**src/hw/rtl/csvs_pkg.sv**
```systemverilog
// ----------------------------------------------------------------------------
// csvs_pkg
// Shared types, constants and helpers of the quoted CSV field splitter.
// ----------------------------------------------------------------------------
package csvs_pkg;

  localparam logic [7:0] QUOTE_BYTE      = 8'h22;
  localparam logic [7:0] SEP_RESET       = 8'd44;
  localparam logic [9:0] MAX_CHARS_RESET = 10'd511;
  localparam logic [9:0] COL_MAX         = 10'd1023;

  localparam int unsigned PENDING_DEPTH_DEF = 32;
  localparam int unsigned CMD_FIFO_DEPTH    = 2;

  // configuration register indexes
  localparam logic CFG_SEPARATOR = 1'b0;
  localparam logic CFG_MAX_CHARS = 1'b1;

  typedef enum logic [2:0] {
    M_LEAD,
    M_UNQ,
    M_QUOTED,
    M_QSEEN,
    M_AFTER
  } mode_e;

  typedef enum logic [1:0] {
    OP_PUSH,   // hold one whitespace byte
    OP_FLUSH,  // emit held whitespace, then maybe one character
    OP_CHAR,   // emit one character
    OP_END     // emit a field-end mark and drop held whitespace
  } op_e;

  typedef enum logic [1:0] {
    B_IDLE,
    B_FETCH,
    B_EMIT_OLD,
    B_CHAR
  } bstate_e;

  typedef struct packed {
    op_e        op;
    logic [7:0] data;
    logic       keep;
    logic       line;
    logic       extra;
    logic       trunc;
    logic       uq;
    logic [9:0] column;
  } cmd_t;

  typedef struct packed {
    logic [7:0] out_byte;
    logic       char_valid;
    logic       field_end;
    logic       line_end;
    logic [9:0] field_index;
    logic       extra_chars;
    logic       truncated;
    logic       unclosed_quote;
    logic       last;
  } result_t;

  function automatic logic is_ws(input logic [7:0] b);
    return (b == 8'h20) || ((b >= 8'h09) && (b <= 8'h0D));
  endfunction

endpackage

```
**src/hw/rtl/csvs_front.sv**
```systemverilog
// ----------------------------------------------------------------------------
// csvs_front
// Accept bytes, track the parse mode and counters, issue back-end commands.
// ----------------------------------------------------------------------------
module csvs_front
  import csvs_pkg::*;
(
  input  logic       clk_i,
  input  logic       rst_ni,
  input  logic       in_valid_i,
  output logic       in_ready_o,
  input  logic       kind_i,
  input  logic [7:0] in_byte_i,
  input  logic [7:0] separator_i,
  input  logic [9:0] max_chars_i,
  output logic       cmd_valid_o,
  output cmd_t       cmd_o,
  input  logic       cmd_ready_i
);

  mode_e      mode_q, mode_d;
  logic [9:0] cc_q, cc_d;
  logic [9:0] col_q, col_d;
  logic       junk_q, junk_d;
  logic       ovf_q, ovf_d;
  logic       accept;
  logic       ws, quote, sep, slot;
  logic       cmd_gen;

  assign in_ready_o  = cmd_ready_i;
  assign accept      = in_valid_i & cmd_ready_i;
  assign ws          = is_ws(in_byte_i);
  assign quote       = (in_byte_i == QUOTE_BYTE);
  assign sep         = (in_byte_i == separator_i);
  assign slot        = (cc_q < max_chars_i);
  assign cmd_valid_o = accept & cmd_gen;

  // next mode
  always_comb begin
    mode_d = mode_q;
    if (kind_i) begin
      mode_d = M_LEAD;
    end else begin
      case (mode_q)
        M_LEAD: begin
          if (ws) mode_d = M_LEAD;
          else if (quote) mode_d = M_QUOTED;
          else if (sep) mode_d = M_LEAD;
          else mode_d = M_UNQ;
        end
        M_UNQ:    if (sep) mode_d = M_LEAD;
        M_QUOTED: if (quote) mode_d = M_QSEEN;
        M_QSEEN: begin
          if (quote) mode_d = M_QUOTED;
          else if (sep) mode_d = M_LEAD;
          else mode_d = M_AFTER;
        end
        M_AFTER:  if (sep) mode_d = M_LEAD;
        default:  mode_d = M_LEAD;
      endcase
    end
  end

  // commands and counters
  always_comb begin
    logic end_field, line, uq, qkeep, unq;
    end_field = 1'b0;
    line      = 1'b0;
    uq        = 1'b0;
    qkeep     = 1'b0;
    unq       = 1'b0;
    cmd_gen   = 1'b0;
    cc_d      = cc_q;
    col_d     = col_q;
    junk_d    = junk_q;
    ovf_d     = ovf_q;
    cmd_o.op     = OP_CHAR;
    cmd_o.data   = in_byte_i;
    cmd_o.keep   = 1'b0;
    cmd_o.line   = 1'b0;
    cmd_o.extra  = junk_q;
    cmd_o.trunc  = ovf_q;
    cmd_o.uq     = 1'b0;
    cmd_o.column = col_q;

    if (kind_i) begin
      end_field = 1'b1;
      line      = 1'b1;
      uq        = (mode_q == M_QUOTED);
    end else begin
      case (mode_q)
        M_LEAD: begin
          if (!ws && !quote) begin
            if (sep) end_field = 1'b1;
            else unq = 1'b1;
          end
        end
        M_UNQ: begin
          if (sep) end_field = 1'b1;
          else unq = 1'b1;
        end
        M_QUOTED: qkeep = !quote;
        M_QSEEN: begin
          if (quote) qkeep = 1'b1;
          else if (sep) end_field = 1'b1;
          else if (!ws) junk_d = 1'b1;
        end
        M_AFTER: begin
          if (sep) end_field = 1'b1;
          else if (!ws) junk_d = 1'b1;
        end
        default: ;
      endcase
    end

    if (qkeep) begin
      if (slot) begin
        cmd_gen  = 1'b1;
        cmd_o.op = OP_CHAR;
        cc_d     = cc_q + 10'd1;
      end else begin
        ovf_d = 1'b1;
      end
    end

    if (unq) begin
      if (ws) begin
        if (slot) begin
          cmd_gen  = 1'b1;
          cmd_o.op = OP_PUSH;
          cc_d     = cc_q + 10'd1;
        end else begin
          ovf_d = 1'b1;
        end
      end else begin
        // flush held whitespace even when the character itself is dropped
        cmd_gen    = 1'b1;
        cmd_o.op   = OP_FLUSH;
        cmd_o.keep = slot;
        if (slot) cc_d = cc_q + 10'd1;
        else ovf_d = 1'b1;
      end
    end

    if (end_field) begin
      cmd_gen    = 1'b1;
      cmd_o.op   = OP_END;
      cmd_o.line = line;
      cmd_o.uq   = uq;
      cc_d       = '0;
      junk_d     = 1'b0;
      ovf_d      = 1'b0;
      if (line) col_d = '0;
      else if (col_q != COL_MAX) col_d = col_q + 10'd1;
    end
  end

  always_ff @(posedge clk_i or negedge rst_ni) begin
    if (!rst_ni) begin
      mode_q <= M_LEAD;
      cc_q   <= '0;
      col_q  <= '0;
      junk_q <= 1'b0;
      ovf_q  <= 1'b0;
    end else if (accept) begin
      mode_q <= mode_d;
      cc_q   <= cc_d;
      col_q  <= col_d;
      junk_q <= junk_d;
      ovf_q  <= ovf_d;
    end
  end

endmodule

```
**src/hw/rtl/csvs_cmd_fifo.sv**
```systemverilog
// ----------------------------------------------------------------------------
// csvs_cmd_fifo
// Short command queue between the front and back ends.
// ----------------------------------------------------------------------------
module csvs_cmd_fifo
  import csvs_pkg::*;
(
  input  logic clk_i,
  input  logic rst_ni,
  input  logic push_i,
  input  cmd_t push_data_i,
  output logic full_o,
  input  logic pop_i,
  output logic valid_o,
  output cmd_t head_o
);

  localparam int unsigned PtrW = $clog2(CMD_FIFO_DEPTH);
  localparam int unsigned CntW = $clog2(CMD_FIFO_DEPTH + 1);

  cmd_t            entries_q [CMD_FIFO_DEPTH];
  logic [PtrW-1:0] wr_ptr_q, rd_ptr_q;
  logic [CntW-1:0] cnt_q;
  logic            do_push, do_pop;

  assign full_o  = (cnt_q == CntW'(CMD_FIFO_DEPTH));
  assign valid_o = (cnt_q != '0);
  assign head_o  = entries_q[rd_ptr_q];
  assign do_push = push_i & ~full_o;
  assign do_pop  = pop_i & valid_o;

  always_ff @(posedge clk_i or negedge rst_ni) begin
    if (!rst_ni) begin
      wr_ptr_q <= '0;
      rd_ptr_q <= '0;
      cnt_q    <= '0;
    end else begin
      if (do_push) begin
        wr_ptr_q <= (wr_ptr_q == PtrW'(CMD_FIFO_DEPTH - 1)) ? '0 : wr_ptr_q + 1'b1;
      end
      if (do_pop) begin
        rd_ptr_q <= (rd_ptr_q == PtrW'(CMD_FIFO_DEPTH - 1)) ? '0 : rd_ptr_q + 1'b1;
      end
      if (do_push && !do_pop) cnt_q <= cnt_q + 1'b1;
      else if (do_pop && !do_push) cnt_q <= cnt_q - 1'b1;
    end
  end

  always_ff @(posedge clk_i) begin
    if (do_push) entries_q[wr_ptr_q] <= push_data_i;
  end

endmodule

```
**src/hw/rtl/csvs_back.sv**
```systemverilog
// ----------------------------------------------------------------------------
// csvs_back
// Execute commands: hold pending whitespace in a ring memory, emit results.
// ----------------------------------------------------------------------------
module csvs_back
  import csvs_pkg::*;
#(
  parameter int unsigned PENDING_DEPTH = PENDING_DEPTH_DEF
) (
  input  logic    clk_i,
  input  logic    rst_ni,
  input  logic    cmd_valid_i,
  input  cmd_t    cmd_i,
  output logic    cmd_pop_o,
  output logic    out_valid_o,
  input  logic    out_ready_i,
  output result_t out_o
);

  localparam int unsigned PtrW = (PENDING_DEPTH > 1) ? $clog2(PENDING_DEPTH) : 1;
  localparam int unsigned CntW = $clog2(PENDING_DEPTH + 1);

  logic [7:0]      mem [PENDING_DEPTH];
  logic [7:0]      rd_data_q;
  logic [PtrW-1:0] rd_ptr_q, wr_ptr_q;
  logic [CntW-1:0] cnt_q;
  bstate_e         state_q, state_d;
  cmd_t            cur_q;
  result_t         res_q, res;
  logic            ovalid_q;
  logic            out_free, full, load;
  logic            mem_we, rd_adv, wr_adv, cnt_inc, cnt_dec, clr;
  logic [7:0]      mem_wdata;

  assign out_free    = ~ovalid_q | out_ready_i;
  assign full        = (cnt_q == CntW'(PENDING_DEPTH));
  assign out_valid_o = ovalid_q;
  assign out_o       = res_q;

  // next state
  always_comb begin
    state_d = state_q;
    case (state_q)
      B_IDLE: begin
        if (cmd_valid_i) begin
          if ((cmd_i.op == OP_PUSH) && full) state_d = B_FETCH;
          else if ((cmd_i.op == OP_FLUSH) && (cnt_q != '0)) state_d = B_FETCH;
        end
      end
      B_FETCH: state_d = B_EMIT_OLD;
      B_EMIT_OLD: begin
        if (out_free) begin
          if (cur_q.op == OP_PUSH) state_d = B_IDLE;
          else if (cnt_q > CntW'(1)) state_d = B_FETCH;
          else if (cur_q.keep) state_d = B_CHAR;
          else state_d = B_IDLE;
        end
      end
      B_CHAR:  if (out_free) state_d = B_IDLE;
      default: state_d = B_IDLE;
    endcase
  end

  // datapath control
  always_comb begin
    cmd_pop_o = 1'b0;
    load      = 1'b0;
    mem_we    = 1'b0;
    mem_wdata = cmd_i.data;
    rd_adv    = 1'b0;
    wr_adv    = 1'b0;
    cnt_inc   = 1'b0;
    cnt_dec   = 1'b0;
    clr       = 1'b0;
    res.out_byte       = cmd_i.data;
    res.char_valid     = 1'b1;
    res.field_end      = 1'b0;
    res.line_end       = 1'b0;
    res.field_index    = cmd_i.column;
    res.extra_chars    = 1'b0;
    res.truncated      = 1'b0;
    res.unclosed_quote = 1'b0;
    res.last           = 1'b1;

    case (state_q)
      B_IDLE: begin
        if (cmd_valid_i) begin
          case (cmd_i.op)
            OP_PUSH: begin
              cmd_pop_o = 1'b1;
              if (!full) begin
                mem_we  = 1'b1;
                wr_adv  = 1'b1;
                cnt_inc = 1'b1;
              end
            end
            OP_FLUSH: begin
              if (cnt_q != '0) begin
                cmd_pop_o = 1'b1;
              end else if (cmd_i.keep) begin
                cmd_pop_o = out_free;
                load      = out_free;
              end else begin
                cmd_pop_o = 1'b1;
              end
            end
            OP_CHAR: begin
              cmd_pop_o = out_free;
              load      = out_free;
            end
            OP_END: begin
              cmd_pop_o          = out_free;
              load               = out_free;
              clr                = out_free;
              res.out_byte       = '0;
              res.char_valid     = 1'b0;
              res.field_end      = 1'b1;
              res.line_end       = cmd_i.line;
              res.extra_chars    = cmd_i.extra;
              res.truncated      = cmd_i.trunc;
              res.unclosed_quote = cmd_i.uq;
            end
            default: ;
          endcase
        end
      end
      B_EMIT_OLD: begin
        res.out_byte    = rd_data_q;
        res.field_index = cur_q.column;
        res.last        = (cur_q.op == OP_PUSH) ||
                          ((cnt_q == CntW'(1)) && !cur_q.keep);
        if (out_free) begin
          load   = 1'b1;
          rd_adv = 1'b1;
          if (cur_q.op == OP_PUSH) begin
            // oldest byte leaves, the new one takes the freed slot
            mem_we    = 1'b1;
            mem_wdata = cur_q.data;
            wr_adv    = 1'b1;
          end else begin
            cnt_dec = 1'b1;
          end
        end
      end
      B_CHAR: begin
        res.out_byte    = cur_q.data;
        res.field_index = cur_q.column;
        load            = out_free;
      end
      default: ;
    endcase
  end

  always_ff @(posedge clk_i or negedge rst_ni) begin
    if (!rst_ni) begin
      state_q  <= B_IDLE;
      rd_ptr_q <= '0;
      wr_ptr_q <= '0;
      cnt_q    <= '0;
      ovalid_q <= 1'b0;
    end else begin
      state_q <= state_d;
      if (clr) begin
        rd_ptr_q <= '0;
        wr_ptr_q <= '0;
        cnt_q    <= '0;
      end else begin
        if (rd_adv) begin
          rd_ptr_q <= (rd_ptr_q == PtrW'(PENDING_DEPTH - 1)) ? '0 : rd_ptr_q + 1'b1;
        end
        if (wr_adv) begin
          wr_ptr_q <= (wr_ptr_q == PtrW'(PENDING_DEPTH - 1)) ? '0 : wr_ptr_q + 1'b1;
        end
        if (cnt_inc) cnt_q <= cnt_q + 1'b1;
        else if (cnt_dec) cnt_q <= cnt_q - 1'b1;
      end
      if (load) ovalid_q <= 1'b1;
      else if (out_ready_i) ovalid_q <= 1'b0;
    end
  end

  always_ff @(posedge clk_i) begin
    if (cmd_pop_o) cur_q <= cmd_i;
    if (load) res_q <= res;
  end

  // pending whitespace ring, registered read of the oldest entry
  always_ff @(posedge clk_i) begin
    if (mem_we) mem[wr_ptr_q] <= mem_wdata;
    rd_data_q <= mem[rd_ptr_q];
  end

endmodule

```
**src/hw/rtl/quoted_csv_field_splitter.sv**
```systemverilog
// ----------------------------------------------------------------------------
// quoted_csv_field_splitter
// Split a byte stream into delimited, optionally quoted fields.
// ----------------------------------------------------------------------------
//
//  channel   direction  beat carries
//  s_axis    in         tuser = kind (1 = end of line), tdata = in_byte
//  m_axis    out        tuser = char_valid, tdata = result fields, tlast = last
//  cfg       in         cfg_idx_i selects separator (0) or max_field_chars (1)
//
//  The front end takes one byte per cycle while the command queue has room.
//  Characters and field-end marks leave one per cycle while the output is
//  not stalled; each held whitespace byte that is flushed needs a ring
//  memory read, then an emit, and the back end takes no new command until
//  the flush is done; a whitespace byte that pushes the oldest byte out of
//  a full ring also reads and emits that oldest byte.
//  Reset clears all control state at once; the whitespace ring needs no
//  clearing pass since only written entries are ever read.
//  Either side may stall on its own: the queue and the output register
//  decouple input acceptance from result delivery.
//
module quoted_csv_field_splitter
  import csvs_pkg::*;
#(
  parameter int unsigned PENDING_DEPTH = PENDING_DEPTH_DEF
) (
  input  logic        clk_i,
  input  logic        rst_ni,
  input  logic        s_axis_tvalid,
  output logic        s_axis_tready,
  input  logic [7:0]  s_axis_tdata,   // [7:0] in_byte
  input  logic        s_axis_tuser,   // [0] kind
  output logic        m_axis_tvalid,
  input  logic        m_axis_tready,
  // [7:0] out_byte, [8] field_end, [9] line_end, [19:10] field_index,
  // [20] extra_chars, [21] truncated, [22] unclosed_quote, [23] zero
  output logic [23:0] m_axis_tdata,
  output logic        m_axis_tuser,   // [0] char_valid
  output logic        m_axis_tlast,   // last result of the input byte
  input  logic        cfg_we_i,
  input  logic        cfg_idx_i,
  input  logic [9:0]  cfg_wdata_i
);

  logic [7:0] separator_q;
  logic [9:0] max_chars_q;
  logic       fifo_full, fifo_valid, fifo_pop;
  logic       cmd_push;
  cmd_t       cmd_in, cmd_head;
  result_t    res;

  // Configuration registers; the user must write them only while the block is idle, the block does not enforce this.
  always_ff @(posedge clk_i or negedge rst_ni) begin
    if (!rst_ni) begin
      separator_q <= SEP_RESET;
      max_chars_q <= MAX_CHARS_RESET;
    end else if (cfg_we_i) begin
      case (cfg_idx_i)
        CFG_SEPARATOR: separator_q <= cfg_wdata_i[7:0];
        CFG_MAX_CHARS: max_chars_q <= cfg_wdata_i;
        default: ;
      endcase
    end
  end

  // Front end: classify each byte and advance the parse state.
  csvs_front u_front (
    .clk_i       (clk_i),
    .rst_ni      (rst_ni),
    .in_valid_i  (s_axis_tvalid),
    .in_ready_o  (s_axis_tready),
    .kind_i      (s_axis_tuser),
    .in_byte_i   (s_axis_tdata),
    .separator_i (separator_q),
    .max_chars_i (max_chars_q),
    .cmd_valid_o (cmd_push),
    .cmd_o       (cmd_in),
    .cmd_ready_i (~fifo_full)
  );

  // Queue of commands; lets a whitespace flush run while bytes keep arriving.
  csvs_cmd_fifo u_fifo (
    .clk_i       (clk_i),
    .rst_ni      (rst_ni),
    .push_i      (cmd_push),
    .push_data_i (cmd_in),
    .full_o      (fifo_full),
    .pop_i       (fifo_pop),
    .valid_o     (fifo_valid),
    .head_o      (cmd_head)
  );

  // Back end: hold trailing whitespace and drive the result register.
  csvs_back #(
    .PENDING_DEPTH (PENDING_DEPTH)
  ) u_back (
    .clk_i       (clk_i),
    .rst_ni      (rst_ni),
    .cmd_valid_i (fifo_valid),
    .cmd_i       (cmd_head),
    .cmd_pop_o   (fifo_pop),
    .out_valid_o (m_axis_tvalid),
    .out_ready_i (m_axis_tready),
    .out_o       (res)
  );

  // Pack the result fields onto the stream.
  assign m_axis_tdata = {1'b0, res.unclosed_quote, res.truncated, res.extra_chars,
                         res.field_index, res.line_end, res.field_end, res.out_byte};
  assign m_axis_tuser = res.char_valid;
  assign m_axis_tlast = res.last;

endmodule

```
**config.mk**
```make
export PLATFORM = sky130hd
export DESIGN_NAME = quoted_csv_field_splitter
export DESIGN_NICKNAME = d
export VERILOG_FILES = /design/src/hw/rtl/csvs_pkg.sv /design/src/hw/rtl/csvs_front.sv /design/src/hw/rtl/csvs_cmd_fifo.sv /design/src/hw/rtl/csvs_back.sv /design/src/hw/rtl/quoted_csv_field_splitter.sv
export SDC_FILE = /design/constraint.sdc
export NUM_CORES = 1
export LEC_CHECK = 0
export BUFFER_PORTS_ARGS = -buffer_cell sky130_fd_sc_hd__buf_4
export CORE_ASPECT_RATIO = 1.25
export CORE_MARGIN = 4
export CORE_UTILIZATION = 59
export DETAILED_ROUTE_END_ITERATION = 6
export MAX_ROUTING_LAYER = met4
export PLACE_DENSITY = 0.81
export SYNTH_ARGS = -nofsm -noshare
export SYNTH_HDL_FRONTEND = slang
export SYNTH_HIERARCHICAL = 1
export SYNTH_SLANG_ARGS = --single-unit
export TNS_END_PERCENT = 10
```
**constraint.sdc**
```tcl
create_clock -name clk_i -period 5.4 [get_ports clk_i]
set_input_delay 0.81 -clock clk_i [delete_from_list [all_inputs] [get_ports clk_i]]
set_output_delay 0.81 -clock clk_i [all_outputs]
set_load 0.03 [all_outputs]
```
==> flow_metrics.py, run 1 <==
metrics = {
    "routing": {
        "drt_wl_total_um": 37000,
        "postRouteAntennaNets": 0,
        "dr.first_iter.drc_count": 874,
        "detail_route.first_pass.iterations": 5,
        "vias_per_cell": 6.29,
        "wl_per_cell_um": 23.7,
        "num_vias": 9844,
        "drc": 0,
    },
    "timing": {
        "slew-limit-headroom": 0.102,
        "hold_viol_final": 0,
        "slew_violations": 0,
        "tightest_slew_ns": 1.35,
        "fin_skew_ns": 0.0232,
        "rsz0062_at_grt": "no",
        "post-route-min-period_ns": 3.83,
        "setup-violations-final": 0,
        "fmax_ghz": 0.261,
        "fin_crit_sh": 0.709,
        "tns_ns": 0,
    },
    "synth": {
        "synth_top_family_by_area": "multiplexers",
        "yosys.cell_types.count": 75,
        "synth-compound-area-share": 0.0539,
        "syn_area_per_cell_um2": 16.5,
        "yosys.area.top_type": "edfxtp_1",
        "synth_top_area_frac": 0.587,
        "synth.most_common_cell": "edfxtp_1",
        "synth_mux_area_frac": 0.134,
        "synthArstFlopShare": 0.155,
        "ys_ff_latch": 426,
        "ys_warn_count": 6,
        "ys_seq_area_frac": 0.689,
        "ys.flop_type": "edfxtp_1",
        "synthXorXnorAreaFrac": 0.00924,
        "netlist_instances": 1088,
        "synth_enable_flop_cells": 352,
        "syn_area_um2": 18000,
        "synth_area_leaders": "edfxtp_1, mux4_2, dfrtp_1",
        "synthTopCellsByCount": "edfxtp_1, nor2_1, mux4_2, dfrtp_1, nand2_1",
        "syn_nets": 1136,
        "synthSimpleGateAreaFrac": 0.0741,
        "synthAdderAreaFrac": 0.0160,
    },
    "power": {
        "p_int_mw": 7.08,
        "ir_worst_vdd_v": 0.000283,
        "power_density_nw_per_um2": 522,
        "sw_frac_of_total": 0.317,
        "combPwrFrac": 0.272,
        "seq_power_share": 0.469,
        "p_switching_mw": 3.29,
        "p_leak_nw": 6.87,
        "pwr-share-clk": 0.259,
    },
    "layout": {
        "final_layout_size_suffix_gt1_frac": 0.234,
        "nets": 1177,
        "final_core_util": 0.660,
        "stdcell_count": 1564,
        "areaGrowthSynthToFinish_pct": 10.4,
        "nFillCells": 1978,
    },
    "clock_tree": {
        "clkSlewWorstSetupHoldPaths_ns": 0.06,
        "cts-root-buf": "clkbuf_16",
        "htreeDepth": 2,
        "cts_resized": 0,
        "ctsHoldBuffers": 0,
        "numCtsBuffers": 41,
        "clkSinkCount": 426,
        "cts_setup_buffers": 0,
        "cts_tree": "yes",
        "cts_buffer_depth": 3,
        "clkLatencyLatePin_ns": 0.54,
    },
    "setup_path": {
        "critical_path_required_ns": 5.55,
        "end_kind": "flop",
        "path_class": "reg -> reg",
        "worstPathArrival_ns": 3.98,
        "cp-start-kind": "flop",
        "critPathMaxFanout": 26,
    },
    "floorplan": {
        "core_um2": 30100,
        "die_h_um": 203,
        "die_x_um": 164,
        "die-area_um2": 33400,
        "row_count": 71,
        "io_pins": 53,
        "initial_utilization": 0.598,
    },
    "global_routing": {
        "top_usage_layer": "met2",
        "grt_pass1_vias": 9993,
        "grtUsageMet2": 0.403,
        "grt_pass1_wl_um": 57800,
        "track_usage": 0.234,
        "globalRouteOverflowTotal": 0,
        "met3_usage": 0.0404,
        "met1_usage": 0.281,
        "antenna_found_initial": 2,
        "grt_max_degree": 67,
    },
    "run_status": {
        "outcome": "finished, final reports clean",
    },
    "run": {
        "drv_cap": 0,
    },
    "placement": {
        "dp_hpwl_um": 23600,
        "place_congestion": 0.937,
        "dp_cells": 1486,
        "port_buffers": 51,
    },
    "min_path": {
        "worstHoldPathType": "in -> async",
    },
}
-- final timing paths --
path | from | endpoint | slack [ns] | cells after the start
worst min register to register | u_front/junk_q$_DFFE_PN0P_ | u_fifo/entries_q[1][12]$_DFFE_PP_ | 0.49 | 0
min in group clk_i | u_front/junk_q$_DFFE_PN0P_ | u_fifo/entries_q[1][12]$_DFFE_PP_ | 0.49 | 0
worst max register to register | u_fifo/rd_ptr_q$_DFFE_PN0P_ | u_back/mem[0][6]$_DFFE_PP_ | 1.57 | 7
worst min-delay path | rst_ni | u_front/col_q[0]$_DFFE_PN0P_ | 0.37 | 1
worst max-delay path | u_fifo/rd_ptr_q$_DFFE_PN0P_ | u_back/mem[0][6]$_DFFE_PP_ | 1.57 | 7
max in group asynchronous | rst_ni | u_back/rd_ptr_q[0]$_DFFE_PN0P_ | 4.35 | 1
-- sequential cells by signal, summed over array words and instances, names as in the netlist --
register,count
max_chars_q,10
separator_q,8
u_back/cnt_q,6
u_back/cur_q,21
u_back/mem,256
u_back/out_o,25
u_back/out_valid_o,1
u_back/rd_data_q,8
u_back/rd_ptr_q,5
u_back/state_q,2
u_back/wr_ptr_q,5
u_fifo/cnt_q,2
u_fifo/entries_q,50
u_fifo/rd_ptr_q,1
u_fifo/wr_ptr_q,1
u_front/cc_q,10
u_front/col_q,10
u_front/junk_q,1
u_front/mode_q,3
u_front/ovf_q,1
-- per-stage QoR --
step | hold WS (ns) | worst slack, ns | total power [mW] | instance area (µm²)
floorplan | 0.456 | 1.62 | 6.81 | 18000
global placement | 0.469 | 1.61 | 7.62 | 18600
global route | 0.445 | 1.34 | 10.8 | 19900
detailed placement | 0.485 | 1.49 | 7.72 | 18600
finish | 0.373 | 1.57 | 10.4 | 19900
CTS | 0.396 | 1.56 | 10.4 | 19900
-- power by group through the flow --
stage	registers (mW)	clock network [mW]	logic, mW
after global routing	4.93	2.89	3.02
after global placement	4.90	0	2.71
final	4.86	2.69	2.82
after floorplan	4.84	0	1.97
after CTS	4.86	2.74	2.82
after detailed placement	4.93	0	2.79
-- logic make-up (layout without fill, tap and decap cells) --
| logic type | after synthesis | count (layout) |
|---|---|---|
| adder cells (fa/ha/maj) | 23 | 23 |
| buffers and inverters | 84 | 157 |
| XOR/XNOR | 19 | 19 |
| other | 1 | 3 |
| flip-flops | 426 | 426 |
| AND/OR/NAND/NOR | 255 | 255 |
| AO/OA/AOI/OAI | 138 | 138 |
| multiplexers | 142 | 142 |
-- cell usage in the layout, fill, tap and decap left out, types with 16 or more instances in the layout --
cell type / Yosys / layout
mux2_1: 16 / 16
buf_4: 12 / 58
inv_1: 22 / 22
a21oi_1: 33 / 32
ha_1: 23 / 23
nand2_1: 51 / 51
mux4_2: 64 / 64
dfrtp_1: 54 / 52
o22ai_1: 34 / 34
nor3_1: 17 / 17
mux2_4: 27 / 27
edfxtp_1: 352 / 352
nand3_1: 19 / 19
clkbuf_16: 0 / 41
mux2_2: 27 / 27
nor2_1: 74 / 72
-- metal layers --
| layer | up-vias | wire [µm] |
|---|---|---|
| met1 | 5018 | 13600 |
| met2 | 383 | 20000 |
| li1 | 4358 | - |
| met3 | 85 | 2120 |
| met4 | 0 | 1250 |
| met5 | - | 0 |
-- cell type report --
| class | instances | area, µm² | area share |
|---|---|---|---|
| diodes | 2 | 5.00 | 0.000252 |
| clock buffers | 54 | 1110 | 0.0561 |
| clock inverters | 21 | 141 | 0.00711 |
| inverters | 23 | 86.3 | 0.00434 |
| multi-input cells | 578 | 5180 | 0.261 |
| flip-flops and latches | 426 | 12400 | 0.624 |
| well taps | 401 | 502 | 0.0252 |
| repair buffers | 59 | 440 | 0.0222 |
-- critical path, stage by stage (launching register included) --
cell      delay [ns]
dfrtp_1         0.32
buf_4           0.38
mux2_2          0.43
or4b_4          0.59
a211oi_4        0.42
a31o_2          0.24
nand2_1         0.31
nor2_1          0.74
Note: power is estimated with default switching activity, not from simulation.
==> run 2, diff against run 1 <==
Settings changed: CORE_UTILIZATION 59 to 56.
Clock period 5.4 ns to 3.4 ns, I/O delays scaled along.
==> flow_metrics.py, run 2 (same netlist as run 1, synthesis figures left out) <==
metrics = {
    "floorplan": {
        "die-area_um2": 35100,
        "row_count": 73,
        "io_pins": 53,
        "die_h_um": 208,
        "core_um2": 31800,
        "die_x_um": 168,
        "initial_utilization": 0.566,
    },
    "timing": {
        "hold_viol_final": 0,
        "slew-limit-headroom": 0.138,
        "setup_slack_ns": 0.202,
        "setup-violations-final": 0,
        "fmax_ghz": 0.313,
        "rsz0062_at_grt": "no",
        "fin_skew_ns": 0.0349,
        "slew_violations": 0,
        "post-route-min-period_ns": 3.20,
        "tightest_slew_ns": 1.29,
        "fin_crit_sh": 0.941,
        "tns_ns": 0,
    },
    "routing": {
        "postRouteAntennaNets": 0,
        "drc": 0,
        "detail_route.first_pass.iterations": 7,
        "wl_per_cell_um": 23.2,
        "num_vias": 9873,
        "dr.first_iter.drc_count": 871,
        "vias_per_cell": 6.21,
        "route.met2.wl_um": 20000,
        "drt_wl_total_um": 36900,
        "dr.max_layer_used": "met4",
        "wl_met1_um": 13300,
        "wl_met3_um": 2240,
    },
    "global_routing": {
        "grt_pass1_vias": 10188,
        "track_usage": 0.219,
        "grt_pass1_wl_um": 58100,
        "grt_max_degree": 67,
        "antenna_found_initial": 0,
        "globalRouteOverflowTotal": 0,
    },
    "power": {
        "pwr-share-clk": 0.256,
        "p_switching_mw": 5.19,
        "power_density_nw_per_um2": 825,
        "p_int_mw": 11.3,
        "seq_power_share": 0.464,
        "p_leak_nw": 6.95,
        "combPwrFrac": 0.281,
        "sw_frac_of_total": 0.314,
        "ir_worst_vdd_v": 0.000428,
    },
    "layout": {
        "antennaDiodeCount": 0,
        "layout_common_cells": "edfxtp_1, buf_4, nor2_1",
        "areaGrowthSynthToFinish_pct": 11.3,
        "max_flop_register": "u_back/mem",
        "largest_reg_flops": 256,
        "layout_commonest_cell": "edfxtp_1",
        "nets": 1194,
        "final_layout_size_suffix_gt1_frac": 0.244,
    },
    "placement": {
        "dp_hpwl_um": 24600,
        "place_congestion": 0.898,
        "dpl_worst_slack_ns": 0.218,
        "port_buffers": 51,
    },
    "clock_tree": {
        "cts-root-buf": "clkbuf_16",
        "ctsHoldBuffers": 0,
        "cts_buffer_depth": 3,
        "cts_tree": "yes",
        "clkLatencyLatePin_ns": 0.55,
        "clkSinkCount": 426,
        "numCtsBuffers": 39,
        "cts_resized": 0,
        "cts_setup_buffers": 0,
        "clkSlewWorstSetupHoldPaths_ns": 0.06,
        "htreeDepth": 2,
    },
    "setup_path": {
        "end_kind": "flop",
        "crit_cells": 6,
        "reg2reg_depth": 6,
        "critical_path_required_ns": 3.55,
        "worstPathArrival_ns": 3.34,
        "cp_cell_sequence": "mux2_2, or4b_4, a211oi_4, a31o_2, nand2_1, nor2_1",
        "slowest_delay_ns": 0.72,
        "cp_top_family": "simple AND/OR/NAND/NOR gates",
        "crit_slowest_cell": "nor2_1",
        "critical_path_buf_inv_count": 0,
        "critPathMaxFanout": 8,
        "path_class": "reg -> reg",
        "cp-start-kind": "flop",
        "rrSetupSlack_ns": 0.20,
    },
    "run": {
        "drv_cap": 0,
    },
    "min_path": {
        "worstHoldPathType": "in -> async",
    },
    "run_status": {
        "outcome": "finished, final reports clean",
    },
}
## run 2: cell types whose count changed in the layout (fill, tap and decap cells not counted), sizes merged
cell,before,now
diode,2,0
clkbuf,54,55
inv,27,25
clkinv,15,12
buf,59,78
bufinv,1,2
## run 2: path summary, 6_finish.rpt
check,start,endpoint
max,u_fifo/rd_ptr_q$_DFFE_PN0P_,u_back/mem[21][3]$_DFFE_PP_
max reg2reg,u_fifo/rd_ptr_q$_DFFE_PN0P_,u_back/mem[21][3]$_DFFE_PP_
min,rst_ni,u_front/col_q[3]$_DFFE_PN0P_
max in group asynchronous,rst_ni,u_back/rd_ptr_q[0]$_DFFE_PN0P_
min reg2reg,u_front/junk_q$_DFFE_PN0P_,u_fifo/entries_q[1][12]$_DFFE_PP_
min in group clk_i,s_axis_tdata[4],u_fifo/entries_q[0][19]$_DFFE_PP_
## run 2: power groups by stage
stage               logic [mW]  registers [mW]  clock network (mW)
detailed placement        4.63            7.77                   0
CTS                       4.67            7.66                4.30
finish                    4.64            7.66                4.23
floorplan                 3.14            7.68                   0
global route              4.97            7.75                4.54
global placement          4.50            7.73                   0
## run 2: metal layers
layer | up-vias | GRT usage
met5 | - | -
met2 | 392 | 0.384
met3 | 96 | 0.0319
met1 | 4986 | 0.261
met4 | 0 | 0.0739
li1 | 4399 | -
## run 2: worst register-to-register path, cell delays in order (launching register included)
cell	delay, ns
dfrtp_1	0.35
mux2_2	0.38
or4b_4	0.59
a211oi_4	0.25
a31o_2	0.22
nand2_1	0.31
nor2_1	0.72
## run 2: layout make-up
class | count | area (µm²)
multi-input combinational | 578 | 5180
clock buffer | 55 | 1090
fill | 2189 | 11700
clock inverter | 17 | 156
tap | 412 | 515
sequential | 426 | 12400
inverter | 23 | 86.3
timing repair buffer | 78 | 611
## run 2: stage by stage
stage	area [µm²]	hold slack, ns	total power, mW	cells	utilization
6_report	20000	0.0716	16.5	1589	0.630
5_1_grt	20000	0.120	17.3	1589	0.630
4_1_cts	20000	0.102	16.6	1589	0.630
3_5_place_dp	18800	0.472	12.4	1517	0.591
3_3_place_gp	18800	0.461	12.2	1517	0.591
2_1_floorplan	18000	0.214	10.8	1088	-
==> run 3, diff against run 2 <==
Settings changed: CORE_MARGIN 4 to 1.5, SLEW_MARGIN set to 10.
==> flow_metrics.py, run 3 (same netlist as run 1, synthesis figures left out) <==
metrics = {
    "run": {
        "drv_cap": 0,
    },
    "floorplan": {
        "die-area_um2": 33200,
        "initial_utilization": 0.568,
        "die_h_um": 203,
        "row_count": 73,
        "core_um2": 31700,
        "die_x_um": 163,
        "io_pins": 53,
    },
    "layout": {
        "nets": 1191,
        "max_flop_register": "u_back/mem",
        "largest_reg_flops": 256,
        "final_area_um2": 20100,
        "stdcell_count": 1586,
        "final_core_util": 0.635,
        "layout_commonest_cell": "edfxtp_1",
        "antennaDiodeCount": 0,
        "areaGrowthSynthToFinish_pct": 11.7,
        "final_layout_size_suffix_gt1_frac": 0.246,
        "layout_common_cells": "edfxtp_1, nor2_1, buf_4",
    },
    "timing": {
        "slew_violations": 0,
        "tns_ns": 0,
        "fin_skew_ns": 0.0290,
        "tightest_slew_ns": 1.20,
        "fin_crit_sh": 0.959,
        "rsz0062_at_grt": "no",
        "post-route-min-period_ns": 3.26,
        "slew-limit-headroom": 0.201,
        "hold_viol_final": 0,
        "fmax_ghz": 0.307,
        "setup-violations-final": 0,
    },
    "min_path": {
        "worstHoldPathType": "in -> async",
    },
    "global_routing": {
        "grt_max_degree": 64,
        "antenna_found_initial": 0,
        "track_usage": 0.240,
        "grt_pass1_wl_um": 57900,
        "grt_pass1_vias": 9976,
        "globalRouteOverflowTotal": 0,
    },
    "clock_tree": {
        "clkSlewWorstSetupHoldPaths_ns": 0.07,
        "cts_resized": 0,
        "cts_buffer_depth": 3,
        "cts_tree": "yes",
        "htreeDepth": 2,
        "cts-root-buf": "clkbuf_16",
        "numCtsBuffers": 40,
        "ctsHoldBuffers": 0,
        "clkLatencyLatePin_ns": 0.55,
        "cts_setup_buffers": 0,
        "clkSinkCount": 426,
    },
    "setup_path": {
        "crit_slowest_cell": "nor2_1",
        "cp_cell_sequence": "mux2_2, or4b_4, a211oi_4, a31o_2, nand2_1, nor2_1",
        "cp-start-kind": "flop",
        "end_kind": "flop",
        "path_class": "reg -> reg",
        "critical_path_required_ns": 3.55,
        "critPathMaxFanout": 8,
        "slowest_delay_ns": 0.78,
        "worstPathArrival_ns": 3.41,
    },
    "routing": {
        "dr.first_iter.drc_count": 846,
        "drc": 0,
        "num_vias": 9916,
        "wl_per_cell_um": 23.5,
        "vias_per_cell": 6.25,
        "drt_wl_total_um": 37300,
        "detail_route.first_pass.iterations": 7,
        "postRouteAntennaNets": 0,
    },
    "power": {
        "p_leak_nw": 6.96,
        "ir_worst_vdd_v": 0.000411,
        "power_density_nw_per_um2": 835,
    },
    "placement": {
        "dp_cells": 1513,
        "placed_area_um2": 18800,
        "port_buffers": 51,
        "place_congestion": 0.894,
        "dp_hpwl_um": 24400,
    },
    "run_status": {
        "outcome": "finished, final reports clean",
    },
}
## run 3: cell types whose count changed in the layout (fill, tap and decap cells not counted), sizes merged
| cell | previous run | this run |
|---|---|---|
| clkinv | 12 | 13 |
| buf | 78 | 74 |
| bufinv | 2 | 4 |
| clkbuf | 55 | 45 |
| clkinvlp | 1 | 6 |
| inv | 25 | 28 |
## run 3: path summary, 6_finish.rpt
check / start / end / slack (ns) / cells past startpoint
hold reg to reg: u_front/junk_q$_DFFE_PN0P_ / u_fifo/entries_q[1][12]$_DFFE_PP_ / 0.49 / 0
setup / recovery: u_fifo/rd_ptr_q$_DFFE_PN0P_ / u_back/mem[7][0]$_DFFE_PP_ / 0.14 / 6
hold / removal: rst_ni / u_front/col_q[0]$_DFFE_PN0P_ / 0.06 / 1
max in group asynchronous: rst_ni / u_back/rd_ptr_q[0]$_DFFE_PN0P_ / 2.62 / 1
setup reg to reg: u_fifo/rd_ptr_q$_DFFE_PN0P_ / u_back/mem[7][0]$_DFFE_PP_ / 0.14 / 6
min in group clk_i: s_axis_tdata[4] / u_fifo/entries_q[0][19]$_DFFE_PP_ / 0.20 / 1
## run 3: worst max-delay path: cells and delay by family (launching register included)
| family | cells | cell delay [ns] |
|---|---|---|
| AO/OA/AOI/OAI | 2 | 0.45 |
| flip-flops | 1 | 0.35 |
| AND/OR/NAND/NOR | 3 | 1.68 |
| multiplexers | 1 | 0.38 |
## run 3: cell type report
cell class / count / area [µm²]
clock buffers: 45 / 1060
clock inverters: 28 / 272
fillers: 2145 / 11600
inverters: 23 / 86.3
multi-input cells: 578 / 5180
flip-flops and latches: 426 / 12400
well taps: 412 / 515
repair buffers: 74 / 593
## run 3: per-layer routing
metal	track usage	routed length, µm
met4	0.0944	1460
met5	-	0
met2	0.416	20100
met1	0.285	13700
met3	0.0323	2050
## run 3: power by group
| part | internal (mW) | total, mW | switching (mW) |
|---|---|---|---|
| registers | 7.06 | 7.66 | 0.597 |
| clock network | 2.57 | 4.48 | 1.91 |
| logic | 1.87 | 4.65 | 2.78 |
| total | 11.5 | 16.8 | 5.28 |
## run 3: per-stage QoR
step	hold WS, ns	setup slack, ns	power [mW]
after detailed placement	0.467	0.243	12.4
after CTS	0.0981	0.194	16.9
after floorplan	0.214	0.0280	10.8
final	0.0595	0.140	16.8
after global routing	0.140	0.0624	17.5
after global placement	0.463	0.353	12.2
